`config.mk`:
```
export PLATFORM = sky130hd
export DESIGN_NAME = fixed_block_pool_allocator
export DESIGN_NICKNAME = d
export VERILOG_FILES = /design/src/rtl/core/fbpa_pkg.sv /design/src/rtl/core/fbpa_alu.sv /design/src/rtl/core/fbpa_stack.sv /design/src/rtl/core/fixed_block_pool_allocator.sv
export VERILOG_INCLUDE_DIRS = /design/src /design/src/rtl/core
export SDC_FILE = /design/constraint.sdc
export NUM_CORES = 2
export LEC_CHECK = 0
export ABC_CLOCK_PERIOD_IN_PS = 15200
export BUFFER_PORTS_ARGS = -buffer_cell sky130_fd_sc_hd__buf_2
export CAP_MARGIN = 30
export CORE_UTILIZATION = 40
export CTS_CLUSTER_DIAMETER = 120
export DETAILED_ROUTE_END_ITERATION = 10
export PLACE_DENSITY_LB_ADDON = 0.05
export REMOVE_ABC_BUFFERS = 1
export SKIP_LAST_GASP = 1
export SYNTH_ARGS = -nofsm -noshare
export SYNTH_HDL_FRONTEND = slang
export SYNTH_SLANG_ARGS = --single-unit
```
`constraint.sdc`:
```
create_clock -name i_clk -period 15.2 [get_ports i_clk]
set_input_delay 1.52 -clock i_clk [delete_from_list [all_inputs] [get_ports i_clk]]
set_output_delay 1.52 -clock i_clk [all_outputs]
set_load 0.01 [all_outputs]
```
`src/rtl/core/assert_macros.svh`:
```
// assertion macros for the rtl file that carries checks
// no dependencies
`ifndef ASSERT_MACROS_SVH
`define ASSERT_MACROS_SVH

// same-cycle implication
`define ASSERT_IMP(label, clk, rst_n, ante, cons) \
    label: assert property (@(posedge clk) disable iff (!(rst_n)) (ante) |-> (cons)) \
        else $error("assertion failed");

// next-cycle implication
`define ASSERT_NXT(label, clk, rst_n, ante, cons) \
    label: assert property (@(posedge clk) disable iff (!(rst_n)) (ante) |=> (cons)) \
        else $error("assertion failed");

`endif

```
`src/rtl/core/fbpa_pkg.sv`:
```
// types, constants and state codes of the fixed block pool allocator
// no dependencies
package fbpa_pkg;

    localparam int MAX_CHUNKS = 256;
    localparam int IDX_W      = $clog2(MAX_CHUNKS);
    localparam int CNT_W      = IDX_W + 1;
    localparam int BIT_W      = $clog2(IDX_W);
    localparam int ADDR_W     = 32;
    localparam int SIZE_W     = 17;
    localparam int CFG_IDX_W  = 2;
    localparam int CFG_W      = 32;

    typedef enum logic [CFG_IDX_W-1:0] {
        CFG_CHUNK_SIZE   = 2'd0,
        CFG_CHUNK_COUNT  = 2'd1,
        CFG_BASE_ADDRESS = 2'd2
    } t_cfg_idx;

    typedef enum logic {
        OP_ALLOC = 1'b0,
        OP_FREE  = 1'b1
    } t_op;

    typedef enum logic [3:0] {
        S_IDLE,
        S_ACHK,
        S_BUILD,
        S_ARD,
        S_MUL,
        S_ABASE,
        S_FOFF,
        S_FRNG,
        S_FDIV,
        S_FCHK,
        S_OUT
    } t_state;

    typedef struct packed {
        logic             we;
        logic [IDX_W-1:0] waddr;
        logic [IDX_W-1:0] wdata;
        logic [IDX_W-1:0] raddr;
    } t_stack_req;

    typedef struct packed {
        logic              sub;
        logic [ADDR_W-1:0] a;
        logic [ADDR_W-1:0] b;
    } t_alu_req;

endpackage

```
`src/rtl/core/fbpa_alu.sv`:
```
// shared add/subtract unit used for offset, range check, division steps, multiply steps and base add
// depends on fbpa_pkg
module fbpa_alu (
    input  fbpa_pkg::t_alu_req           i_req,
    output logic [fbpa_pkg::ADDR_W-1:0]  o_sum,
    output logic                         o_carry
);

    logic [fbpa_pkg::ADDR_W-1:0] w_b;

    assign w_b = i_req.sub ? ~i_req.b : i_req.b;

    // carry out on subtract means a >= b
    assign {o_carry, o_sum} = {1'b0, i_req.a} + {1'b0, w_b}
                            + (fbpa_pkg::ADDR_W + 1)'(i_req.sub);

endmodule

```
`src/rtl/core/fbpa_stack.sv`:
```
// free index stack memory, one write and one registered read port
// depends on fbpa_pkg
module fbpa_stack (
    input  logic                         i_clk,
    input  fbpa_pkg::t_stack_req         i_req,
    output logic [fbpa_pkg::IDX_W-1:0]   o_rdata
);

    logic [fbpa_pkg::IDX_W-1:0] r_mem [fbpa_pkg::MAX_CHUNKS];
    logic [fbpa_pkg::IDX_W-1:0] r_rdata;

    always_ff @(posedge i_clk) begin
        if (i_req.we) begin
            r_mem[i_req.waddr] <= i_req.wdata;
        end
        r_rdata <= r_mem[i_req.raddr];
    end

    assign o_rdata = r_rdata;

endmodule

```
`src/rtl/core/fixed_block_pool_allocator.sv`:
```
// fixed block pool allocator, one item at a time: a served allocate or a free inside the region
// runs 8 shared adder steps before its result, while a refused allocate and a free beyond the
// region skip them; the next item is taken once the result loads into the output register,
// later while a result waits for ready; the first enabled allocate first builds the free stack
// synchronous active-low reset clears control, marks and config, no clear pass
// depends on fbpa_pkg, fbpa_alu, fbpa_stack and assert_macros.svh
module fixed_block_pool_allocator (
    input  logic                              i_clk,
    input  logic                              i_rst_n,
    input  logic                              i_cfg_we,
    input  logic [fbpa_pkg::CFG_IDX_W-1:0]    i_cfg_index,
    input  logic [fbpa_pkg::CFG_W-1:0]        i_cfg_data,
    input  logic                              i_in_valid,
    output logic                              o_in_ready,
    input  logic                              i_op,
    input  logic [31:0]                       i_request_size,
    input  logic [31:0]                       i_free_address,
    output logic                              o_out_valid,
    input  logic                              i_out_ready,
    output logic [31:0]                       o_address,
    output logic                              o_in_pool
);

    localparam int IDX_W  = fbpa_pkg::IDX_W;
    localparam int CNT_W  = fbpa_pkg::CNT_W;
    localparam int BIT_W  = fbpa_pkg::BIT_W;
    localparam int ADDR_W = fbpa_pkg::ADDR_W;
    localparam int SIZE_W = fbpa_pkg::SIZE_W;

    fbpa_pkg::t_state r_state, n_state;

    logic [SIZE_W-1:0]          r_chunk_size, n_chunk_size;
    logic [CNT_W-1:0]           r_chunk_count, n_chunk_count;
    logic [ADDR_W-1:0]          r_base, n_base;

    logic [CNT_W-1:0]           r_free_count, n_free_count;
    logic                       r_built, n_built;
    logic [fbpa_pkg::MAX_CHUNKS-1:0] r_used, n_used;

    logic [ADDR_W-1:0]          r_req, n_req;
    logic [ADDR_W-1:0]          r_faddr, n_faddr;
    logic [ADDR_W-1:0]          r_acc, n_acc;
    logic [IDX_W-1:0]           r_idx, n_idx;
    logic [IDX_W-1:0]           r_q, n_q;
    logic [IDX_W-1:0]           r_k, n_k;
    logic [BIT_W-1:0]           r_bit, n_bit;
    logic [ADDR_W-1:0]          r_res_addr, n_res_addr;
    logic                       r_res_ok, n_res_ok;
    logic                       r_out_valid, n_out_valid;
    logic [ADDR_W-1:0]          r_out_addr, n_out_addr;
    logic                       r_out_ok, n_out_ok;

    fbpa_pkg::t_alu_req         w_alu_req;
    fbpa_pkg::t_stack_req       w_stk_req;
    logic [ADDR_W-1:0]          w_sum;
    logic                       w_carry;
    logic [IDX_W-1:0]           w_rdata;

    logic [CNT_W-1:0]           w_eff;
    logic [CNT_W-1:0]           w_bld;
    logic                       w_need_build;
    logic                       w_alloc_ok;
    logic                       w_build_last;
    logic                       w_free_ok;
    logic                       w_slot_free;
    logic                       w_accept;

    fbpa_alu u_alu (
        .i_req   (w_alu_req),
        .o_sum   (w_sum),
        .o_carry (w_carry)
    );

    fbpa_stack u_stack (
        .i_clk   (i_clk),
        .i_req   (w_stk_req),
        .o_rdata (w_rdata)
    );

    assign w_eff = (r_chunk_count > CNT_W'(fbpa_pkg::MAX_CHUNKS))
                 ? CNT_W'(fbpa_pkg::MAX_CHUNKS) : r_chunk_count;
    assign w_bld = w_eff - CNT_W'(1) - {1'b0, r_k};
    assign w_build_last = ({1'b0, r_k} == (w_eff - CNT_W'(1)));
    assign w_need_build = !r_built && (w_eff != '0) && (r_chunk_size != '0);
    assign w_alloc_ok   = (r_req <= ADDR_W'(r_chunk_size)) && (r_free_count != '0);
    assign w_free_ok    = (r_acc == '0) && ({1'b0, r_q} < w_eff) && r_used[r_q]
                        && (r_free_count < CNT_W'(fbpa_pkg::MAX_CHUNKS));
    assign w_slot_free  = !r_out_valid || i_out_ready;
    assign o_in_ready   = (r_state == fbpa_pkg::S_IDLE);
    assign w_accept     = i_in_valid && o_in_ready;

    // next state
    always_comb begin
        n_state = r_state;
        case (r_state)
            fbpa_pkg::S_IDLE: begin
                if (i_in_valid) begin
                    n_state = (fbpa_pkg::t_op'(i_op) == fbpa_pkg::OP_FREE)
                            ? fbpa_pkg::S_FOFF : fbpa_pkg::S_ACHK;
                end
            end
            fbpa_pkg::S_ACHK: begin
                if (w_need_build) begin
                    n_state = fbpa_pkg::S_BUILD;
                end else if (w_alloc_ok) begin
                    n_state = fbpa_pkg::S_ARD;
                end else begin
                    n_state = fbpa_pkg::S_OUT;
                end
            end
            fbpa_pkg::S_BUILD: begin
                if (w_build_last) begin
                    n_state = fbpa_pkg::S_ACHK;
                end
            end
            fbpa_pkg::S_ARD:   n_state = fbpa_pkg::S_MUL;
            fbpa_pkg::S_MUL: begin
                if (r_bit == BIT_W'(IDX_W - 1)) begin
                    n_state = fbpa_pkg::S_ABASE;
                end
            end
            fbpa_pkg::S_ABASE: n_state = fbpa_pkg::S_OUT;
            fbpa_pkg::S_FOFF:  n_state = fbpa_pkg::S_FRNG;
            fbpa_pkg::S_FRNG: begin
                n_state = w_carry ? fbpa_pkg::S_OUT : fbpa_pkg::S_FDIV;
            end
            fbpa_pkg::S_FDIV: begin
                if (r_bit == '0) begin
                    n_state = fbpa_pkg::S_FCHK;
                end
            end
            fbpa_pkg::S_FCHK:  n_state = fbpa_pkg::S_OUT;
            fbpa_pkg::S_OUT: begin
                if (w_slot_free) begin
                    n_state = fbpa_pkg::S_IDLE;
                end
            end
            default:           n_state = fbpa_pkg::S_IDLE;
        endcase
    end

    // datapath and outputs
    always_comb begin
        n_chunk_size  = r_chunk_size;
        n_chunk_count = r_chunk_count;
        n_base        = r_base;
        n_free_count  = r_free_count;
        n_built       = r_built;
        n_used        = r_used;
        n_req         = r_req;
        n_faddr       = r_faddr;
        n_acc         = r_acc;
        n_idx         = r_idx;
        n_q           = r_q;
        n_k           = r_k;
        n_bit         = r_bit;
        n_res_addr    = r_res_addr;
        n_res_ok      = r_res_ok;
        n_out_valid   = r_out_valid && !i_out_ready;
        n_out_addr    = r_out_addr;
        n_out_ok      = r_out_ok;

        w_alu_req.sub = 1'b0;
        w_alu_req.a   = r_acc;
        w_alu_req.b   = ADDR_W'(r_chunk_size) << r_bit;

        w_stk_req.we    = 1'b0;
        w_stk_req.waddr = r_k;
        w_stk_req.wdata = w_bld[IDX_W-1:0];
        w_stk_req.raddr = r_free_count[IDX_W-1:0] - IDX_W'(1);

        if (i_cfg_we) begin
            case (fbpa_pkg::t_cfg_idx'(i_cfg_index))
                fbpa_pkg::CFG_CHUNK_SIZE:   n_chunk_size  = i_cfg_data[SIZE_W-1:0];
                fbpa_pkg::CFG_CHUNK_COUNT:  n_chunk_count = i_cfg_data[CNT_W-1:0];
                fbpa_pkg::CFG_BASE_ADDRESS: n_base        = i_cfg_data[ADDR_W-1:0];
                default: ;
            endcase
        end

        case (r_state)
            fbpa_pkg::S_IDLE: begin
                if (w_accept) begin
                    n_req   = i_request_size;
                    n_faddr = i_free_address;
                end
            end
            fbpa_pkg::S_ACHK: begin
                if (w_need_build) begin
                    n_k = '0;
                end else if (w_alloc_ok) begin
                    n_free_count = r_free_count - CNT_W'(1);
                end else begin
                    n_res_addr = '0;
                    n_res_ok   = 1'b0;
                end
            end
            fbpa_pkg::S_BUILD: begin
                w_stk_req.we = 1'b1;
                n_k          = r_k + IDX_W'(1);
                if (w_build_last) begin
                    n_free_count = w_eff;
                    n_built      = 1'b1;
                end
            end
            fbpa_pkg::S_ARD: begin
                n_idx          = w_rdata;
                n_used[w_rdata] = 1'b1;
                n_acc          = '0;
                n_bit          = '0;
            end
            fbpa_pkg::S_MUL: begin
                if (r_idx[r_bit]) begin
                    n_acc = w_sum;
                end
                n_bit = r_bit + BIT_W'(1);
            end
            fbpa_pkg::S_ABASE: begin
                w_alu_req.b = r_base;
                n_res_addr  = w_sum;
                n_res_ok    = 1'b1;
            end
            fbpa_pkg::S_FOFF: begin
                w_alu_req.sub = 1'b1;
                w_alu_req.a   = r_faddr;
                w_alu_req.b   = r_base;
                n_acc         = w_sum;
            end
            fbpa_pkg::S_FRNG: begin
                // offset at or beyond size times max chunks can never map to an index
                w_alu_req.sub = 1'b1;
                w_alu_req.b   = ADDR_W'(r_chunk_size) << IDX_W;
                n_bit         = BIT_W'(IDX_W - 1);
                n_q           = '0;
                if (w_carry) begin
                    n_res_addr = '0;
                    n_res_ok   = 1'b0;
                end
            end
            fbpa_pkg::S_FDIV: begin
                w_alu_req.sub = 1'b1;
                if (w_carry) begin
                    n_acc      = w_sum;
                    n_q[r_bit] = 1'b1;
                end
                n_bit = r_bit - BIT_W'(1);
            end
            fbpa_pkg::S_FCHK: begin
                w_stk_req.waddr = r_free_count[IDX_W-1:0];
                w_stk_req.wdata = r_q;
                n_res_addr      = '0;
                n_res_ok        = w_free_ok;
                if (w_free_ok) begin
                    w_stk_req.we = 1'b1;
                    n_used[r_q]  = 1'b0;
                    n_free_count = r_free_count + CNT_W'(1);
                end
            end
            fbpa_pkg::S_OUT: begin
                if (w_slot_free) begin
                    n_out_valid = 1'b1;
                    n_out_addr  = r_res_addr;
                    n_out_ok    = r_res_ok;
                end
            end
            default: ;
        endcase
    end

    always_ff @(posedge i_clk) begin
        if (!i_rst_n) begin
            r_state       <= fbpa_pkg::S_IDLE;
            r_chunk_size  <= '0;
            r_chunk_count <= '0;
            r_base        <= '0;
            r_free_count  <= '0;
            r_built       <= 1'b0;
            r_used        <= '0;
            r_out_valid   <= 1'b0;
        end else begin
            r_state       <= n_state;
            r_chunk_size  <= n_chunk_size;
            r_chunk_count <= n_chunk_count;
            r_base        <= n_base;
            r_free_count  <= n_free_count;
            r_built       <= n_built;
            r_used        <= n_used;
            r_out_valid   <= n_out_valid;
        end
    end

    always_ff @(posedge i_clk) begin
        r_req      <= n_req;
        r_faddr    <= n_faddr;
        r_acc      <= n_acc;
        r_idx      <= n_idx;
        r_q        <= n_q;
        r_k        <= n_k;
        r_bit      <= n_bit;
        r_res_addr <= n_res_addr;
        r_res_ok   <= n_res_ok;
        r_out_addr <= n_out_addr;
        r_out_ok   <= n_out_ok;
    end

    assign o_out_valid = r_out_valid;
    assign o_address   = r_out_addr;
    assign o_in_pool   = r_out_ok;

`include "assert_macros.svh"

    `ASSERT_IMP(a_count_before_build, i_clk, i_rst_n, !r_built, r_free_count == '0)
    `ASSERT_IMP(a_count_bound, i_clk, i_rst_n, 1'b1, r_free_count <= CNT_W'(fbpa_pkg::MAX_CHUNKS))
    `ASSERT_NXT(a_busy_after_accept, i_clk, i_rst_n, w_accept, !o_in_ready)
    `ASSERT_IMP(a_build_in_range, i_clk, i_rst_n, r_state == fbpa_pkg::S_BUILD, ({1'b0, r_k} < w_eff))

endmodule

```
==> Word-level counts from Yosys, hierarchy flattened <==
Memory sizes are Yosys's and may differ from the RTL's. A register that Yosys moved wholly into a read port is not among the register bits.
Index checks and enable logic that the tools add are counted.
{ "classes": {"add_sub_neg": 10, "order_cmp": 10, "eq_ne": 27, "shift": 1, "n_mux": 55, "n_bitwise": 5, "reduce_logical": 45} }
{ "op_table": {"columns": ["operator", "count"], "rows": [
  ["$pmux W256 S2", 1],
  ["$and A256 B256 Y256", 1],
  ["$mux W256", 1],
  ["$not A256 Y256", 1],
  ["$or A256 B256 Y256", 1],
  ["$pmux W32 S4", 2],
  ["$mux W32", 7],
  ["$pmux W32 S2", 1],
  ["$mux W9", 5],
  ["$pmux W4 S10", 1],
  ["$add A32 B32 Y33", 1],
  ["$add A33 B1 Y33", 1],
  ["$le A32 B17 Y1", 1],
  ["$logic_not A32 Y1", 1],
  ["$not A32 Y32", 1],
  ["$pmux W8 S2", 2],
  ["$shl A17 B3 Y32", 1],
  ["$mux W4", 7],
  ["$pmux W9 S3", 1],
  ["$ne A2 B2 Y1 const B", 13],
  ["$lt A8 B9 Y1 const B", 2],
  ["$reduce_and A2 Y1", 9],
  ["$reduce_bool A9 Y1", 2],
  ["$sub A9 B1 Y9 const B", 2],
  ["other kinds (48)", 88]
]} }
{ "word_totals": {"ff_bits": 518, "mem_bits_rw": 2048, "output_inout_bits": 35, "elab_cells": 173, "memories": 1} }
{ "memory_table": {"columns": ["name", "words", "word_bits", "rd", "rd_ports_with_merged_regs", "write_ports", "line", "text"], "rows": [
  ["u_stack.r_mem", 256, 8, 1, 1, 1, "fbpa_stack.sv:9", "logic [fbpa_pkg::IDX_W-1:0] r_mem [fbpa_pkg::MAX_CHUNKS];"]
]} }

==> Longest topological paths before layout <==
{ "logic_depth": {"depth_word": 10, "depth_mapped": 20} }

==> Cells and area by module <==
From an unflattened synthesis, not the netlist that was laid out.
{ "hier_totals": {"hier_cells": 6480, "hier_area_um2": 106410.8} }
{ "by_module_without_submodules": {"columns": ["mod", "instances", "cells_per_inst", "area_per_inst_um2", "seq_area_each_um2"], "rows": [
  ["fbpa_stack", 1, 3733, 79556.3, 61659.1],
  ["fixed_block_pool_allocator", 1, 2447, 24753.7, 12261.8],
  ["fbpa_alu", 1, 300, 2100.8, 0.0]
]} }

==> Worst setup path after synthesis <==
Ideal clock, no wire load.
{ "synth_path": {"path_type": "reg-to-reg", "from": "register r_chunk_count[8]", "to": "memory u_stack.r_mem[0][5] in the netlist's numbering (data pin)", "setup_time_ns": 2.233, "arrival_ns": 12.424, "required_ns": 12.967, "slack_ns": 0.543, "path_stages_with_launch": 12, "synth_period_minus_slack_ns": 14.657, "cell_sequence": "dfxtp_1 -> clkbuf_1 -> nand2b_1 -> ha_1 -> inv_1 -> ha_1 -> nor2b_1 -> o21ai_0 -> a21boi_0 -> o21ai_0 -> a21boi_0 -> o31ai_1"} }
{ "synth_rtl": {"columns": ["element", "line", "text"], "rows": [
  ["start, declared", "fixed_block_pool_allocator.sv:33", "logic [CNT_W-1:0] r_chunk_count, n_chunk_count;"],
  ["start signal, assigned", "fixed_block_pool_allocator.sv:283", "r_chunk_count <= n_chunk_count;"],
  ["end, declared", "fbpa_stack.sv:9", null]
]} }

==> Final worst setup path <==
{ "layout_path": {"from": "register r_free_count[0]", "to": "register u_stack.r_rdata (netlist bit u_stack.o_rdata[0]), read port of u_stack.r_mem"} }
{ "layout_between": {"elab_chain_len": 1} }
{ "layout_lines": {"columns": ["element", "line", "text"], "rows": [
  ["start, declared", "fixed_block_pool_allocator.sv:36", "logic [CNT_W-1:0] r_free_count, n_free_count;"],
  ["start signal, assigned", "fixed_block_pool_allocator.sv:285", "r_free_count <= n_free_count;"],
  ["$sub A8 B1 Y8", "fixed_block_pool_allocator.sv:170", "w_stk_req.raddr = r_free_count[IDX_W-1:0] - IDX_W'(1);"],
  ["end, declared", "fbpa_stack.sv:10", "logic [fbpa_pkg::IDX_W-1:0] r_rdata;"]
]} }
Every way passes these cells.
A chain may end at the register's enable or synchronous reset.

==> results by group <==
Yosys
  • Yosys top cell by area: edfxtp_1
  • Netlist Area Pre-Place: 107900 um^2
  • Distinct cells, synth: 82
  • Top cells by area, synth: edfxtp_1 (62%), mux4_2 (15%), dfxtp_1 (6.3%)
  • Number of synthesized flops with an enable pin: 2237
  • Async SR Flop Fraction: 0%
  • Seq/Total Area, Yosys: 68.51%
  • Avg Synthesized Cell Area: 17.14 um^2
  • #FFs+latches synth: 2574
  • Ys Warns: 0
  • Commonest register cell after synthesis: edfxtp_1
  • Post-Synthesis Cells: 6295
  • Synth top area share: 62.26%

Placed design
  • Port buffer count: 138
  • GP Congestion: 0.8540
  • Placed insts: 9758
  • Placed cell area: 113300 um^2
  • Hpwl dp: 197300 um

STA
  • Worst-margin pin slew: 1.284 ns
  • Clock skew: 0.03877 ns
  • Final Hold Fails: 0
  • Setup_tns: 0 ns
  • Fin crit period: 6.558 ns
  • RSZ-0062 raised after global routing: no
  • Final slew viol count: 0
  • Worst slew margin: 14.39%
  • Endpoints failing setup: 0
  • Final period utilization: 43.14%
  • Max Fclk: 0.1525 GHz

Pwr
  • Leakage Power: 38.21 nW
  • PD cells: 198.0 nW/um^2
  • Part of the power in the clock network: 28.6%
  • NetSw: 0.008320 W
  • Int Power: 0.01600 W
  • Reg power frac: 36.9%
  • Design Power: 0.02432 W
  • Maximum vdd drop: 0.3201 mV
  • Comb pwr share: 34.5%
  • Switching share of power: 34.21%

Drt
  • Final WL: 310300 um
  • Initial drt markers: 6158
  • Drc violations: 0
  • Vias per std cell: 5.787
  • Post-route ant nets: 0
  • Vias: 59480
  • Avg WL per Cell: 30.19 um
  • Initial DRT Pass Iterations: 5

Critical path
  • WP data arrival: 7.27 ns
  • Critical Path RT: 15.92 ns
  • Worst setup SP type: flop
  • Worst Setup End Kind: flop
  • Slowest library cell on the worst path: ha_4
  • CP dominant cell by count: mux4_2
  • FF-to-FF setup slack: 8.64 ns
  • Worst-path fanout max: 53
  • Crit path kind: reg2reg
  • Critical-path cell list: inv_1, ha_4, buf_4, buf_4, buf_4, mux4_2, mux4_2, mux4_2, mux4_2
  • CP peak stage delay: 0.86 ns
  • R2r worst-path depth: 9

Clocking
  • Worst-path clk slew: 0.06 ns
  • Root buffer cell: clkbuf_16
  • CTS H-tree depth: 5
  • TritonCTS Sinks: 2574
  • CTS Hold Buffers Added: 0
  • CTS max path bufs: 4
  • Post-cts resize count: 0
  • CTS tree: yes
  • Worst-Skew Late Latency: 0.85 ns
  • Num CTS Buffers: 292
  • Postcts setup bufs: 0

Layout
  • FILL cells: 22970
  • Synth-to-layout area growth: 13.82%
  • Proportion of layout cells with a drive suffix above 1: 25.30%
  • Post-route cell area: 122800 um^2
  • Nets@finish: 6690
  • Final Non-Filler Cells: 10280

Die
  • FP Rows: 190
  • Initial Util: 40.24%
  • CORE AREA: 268200 um^2
  • Die height: 521.4 um
  • Die area: 271800 um^2
  • Ports: 139
  • Chip Width: 521.4 um

Global routing
  • Initial antenna violation count: 28
  • Gr ovfl total: 0
  • First-pass GRT wire length: 446200 um
  • Largest net degree at the start of global routing: 234
  • Vias in the first global route: 59100
  • Gr usage total: 22.71%

Hold path
  • Worst hold path depth: 0
  • Hold Crit Class: reg2reg

Status
  • Status: completed

Job
  • Max Cap Viol: 0
[final cells by class]
type                       count  area (um^2)  share of cell area (%)
clock buffer                 380         7999                   6.513
tap                         3552         4444                   3.619
inverter                      55        206.4                  0.1681
sequential                  2574        73920                   60.19
clock inverter               128         1318                   1.073
timing repair buffer         339         2741                   2.232
multi-input combinational   3246        32170                   26.19
antenna                        5        12.51                 0.01019
[power groups by stage]
stage          Sequential [W]  Clock (W)  Combinational, W
3_5_place_dp          0.00912          0           0.00852
6_report              0.00898    0.00695           0.00839
4_1_cts               0.00898    0.00711           0.00852
2_1_floorplan         0.00976          0           0.00713
3_3_place_gp          0.00914          0           0.00838
5_1_grt               0.00899    0.00735           0.00885
[cell usage after synthesis (13+ instances only)]
| cell | count |
|---|---|
| a211oi_1 | 17 |
| a21boi_0 | 167 |
| a21o_1 | 35 |
| a21oi_1 | 90 |
| a22oi_1 | 21 |
| a31o_2 | 20 |
| and2_1 | 14 |
| and3_1 | 29 |
| buf_1 | 61 |
| buf_2 | 20 |
| buf_6 | 25 |
| clkbuf_1 | 305 |
| dfxtp_1 | 337 |
| edfxtp_1 | 2237 |
| ha_1 | 74 |
| inv_1 | 52 |
| mux2_2 | 34 |
| mux2i_1 | 82 |
| mux4_2 | 732 |
| nand2_1 | 390 |
| nand2b_1 | 32 |
| nand3_1 | 74 |
| nand4_1 | 21 |
| nor2_1 | 587 |
| nor2b_1 | 34 |
| nor3_1 | 51 |
| nor3b_1 | 13 |
| nor4_1 | 29 |
| o211ai_1 | 15 |
| o211ai_4 | 16 |
| o21a_1 | 55 |
| o21ai_0 | 268 |
| o221a_2 | 112 |
| o22ai_1 | 26 |
| xnor2_1 | 58 |
| xor2_1 | 19 |
[sequential cells by signal, indices dropped and copies added, names as in the netlist, 4 cells and up]
| name | count |
|---|---|
| r_free_count | 9 |
| u_stack.r_mem | 2048 |
| r_used | 256 |
| r_chunk_count | 9 |
| r_acc | 32 |
| r_idx | 8 |
| r_res_addr | 32 |
| u_stack.o_rdata | 8 |
| r_chunk_size | 17 |
| r_k | 8 |
| r_req | 32 |
| r_base | 32 |
| o_address | 32 |
| r_faddr | 32 |
| r_q | 8 |
| r_state | 4 |
[stage by stage]
step	worst slack [ns]	util (%)	hold slack, ns
2_1_floorplan	-21.16	-	0.4003
3_3_place_gp	8.605	41.99	0.4022
3_5_place_dp	8.619	42.27	0.4045
4_1_cts	8.604	45.74	0.4185
5_1_grt	8.389	45.80	0.4184
6_report	8.642	45.80	0.4176
[cells in the final DEF, fill, tap and decap left out, drive strengths merged, types with 77 or more instances in the layout]
master,instances
edfxtp,2237
clkbuf,381
nand2,390
clkinv,86
buf,338
o21ai,269
mux4,734
a21boi,169
mux2i,82
nor2,587
nand3,77
a21oi,90
o221a,112
dfxtp,337
[path summary, 6_finish.rpt]
check,from,to
hold / removal,r_res_addr[8],o_address[8]
setup / recovery,r_free_count[0],u_stack.o_rdata[0]
setup reg to reg,r_free_count[0],u_stack.o_rdata[0]
hold reg to reg,r_res_addr[8],o_address[8]
[per-layer routing]
metal,share of wire [%],up-vias,GRT usage (%)
li1,-,25600,-
met4,1.9,6,4.383
met2,46,1934,35.42
met1,46,31550,34.11
met5,0.012,-,0
met3,5.4,388,3.121
[cells by family (layout without fill, tap and decap cells)]
| kind of cell | after synthesis | after routing | share of synthesized area (%) |
|---|---|---|---|
| xor+xnor | 77 | 77 | 0.6250 |
| simple gates | 1322 | 1322 | 5.370 |
| fa+ha+maj | 78 | 78 | 0.9323 |
| other cells | 0 | 5 | 0 |
| mux | 850 | 850 | 16.44 |
| flops | 2574 | 2574 | 68.51 |
| compound gates | 919 | 919 | 6.213 |
| buf+inv | 475 | 902 | 1.909 |
[critical path: cells and delay by family (launching register included)]
kind	cells	cell delay, ns
muxes	4	1.93
adders and majority gates	1	0.86
DFF	1	0.84
buffers and inverters	4	2.50
Power figures use the tool's default switching activity.
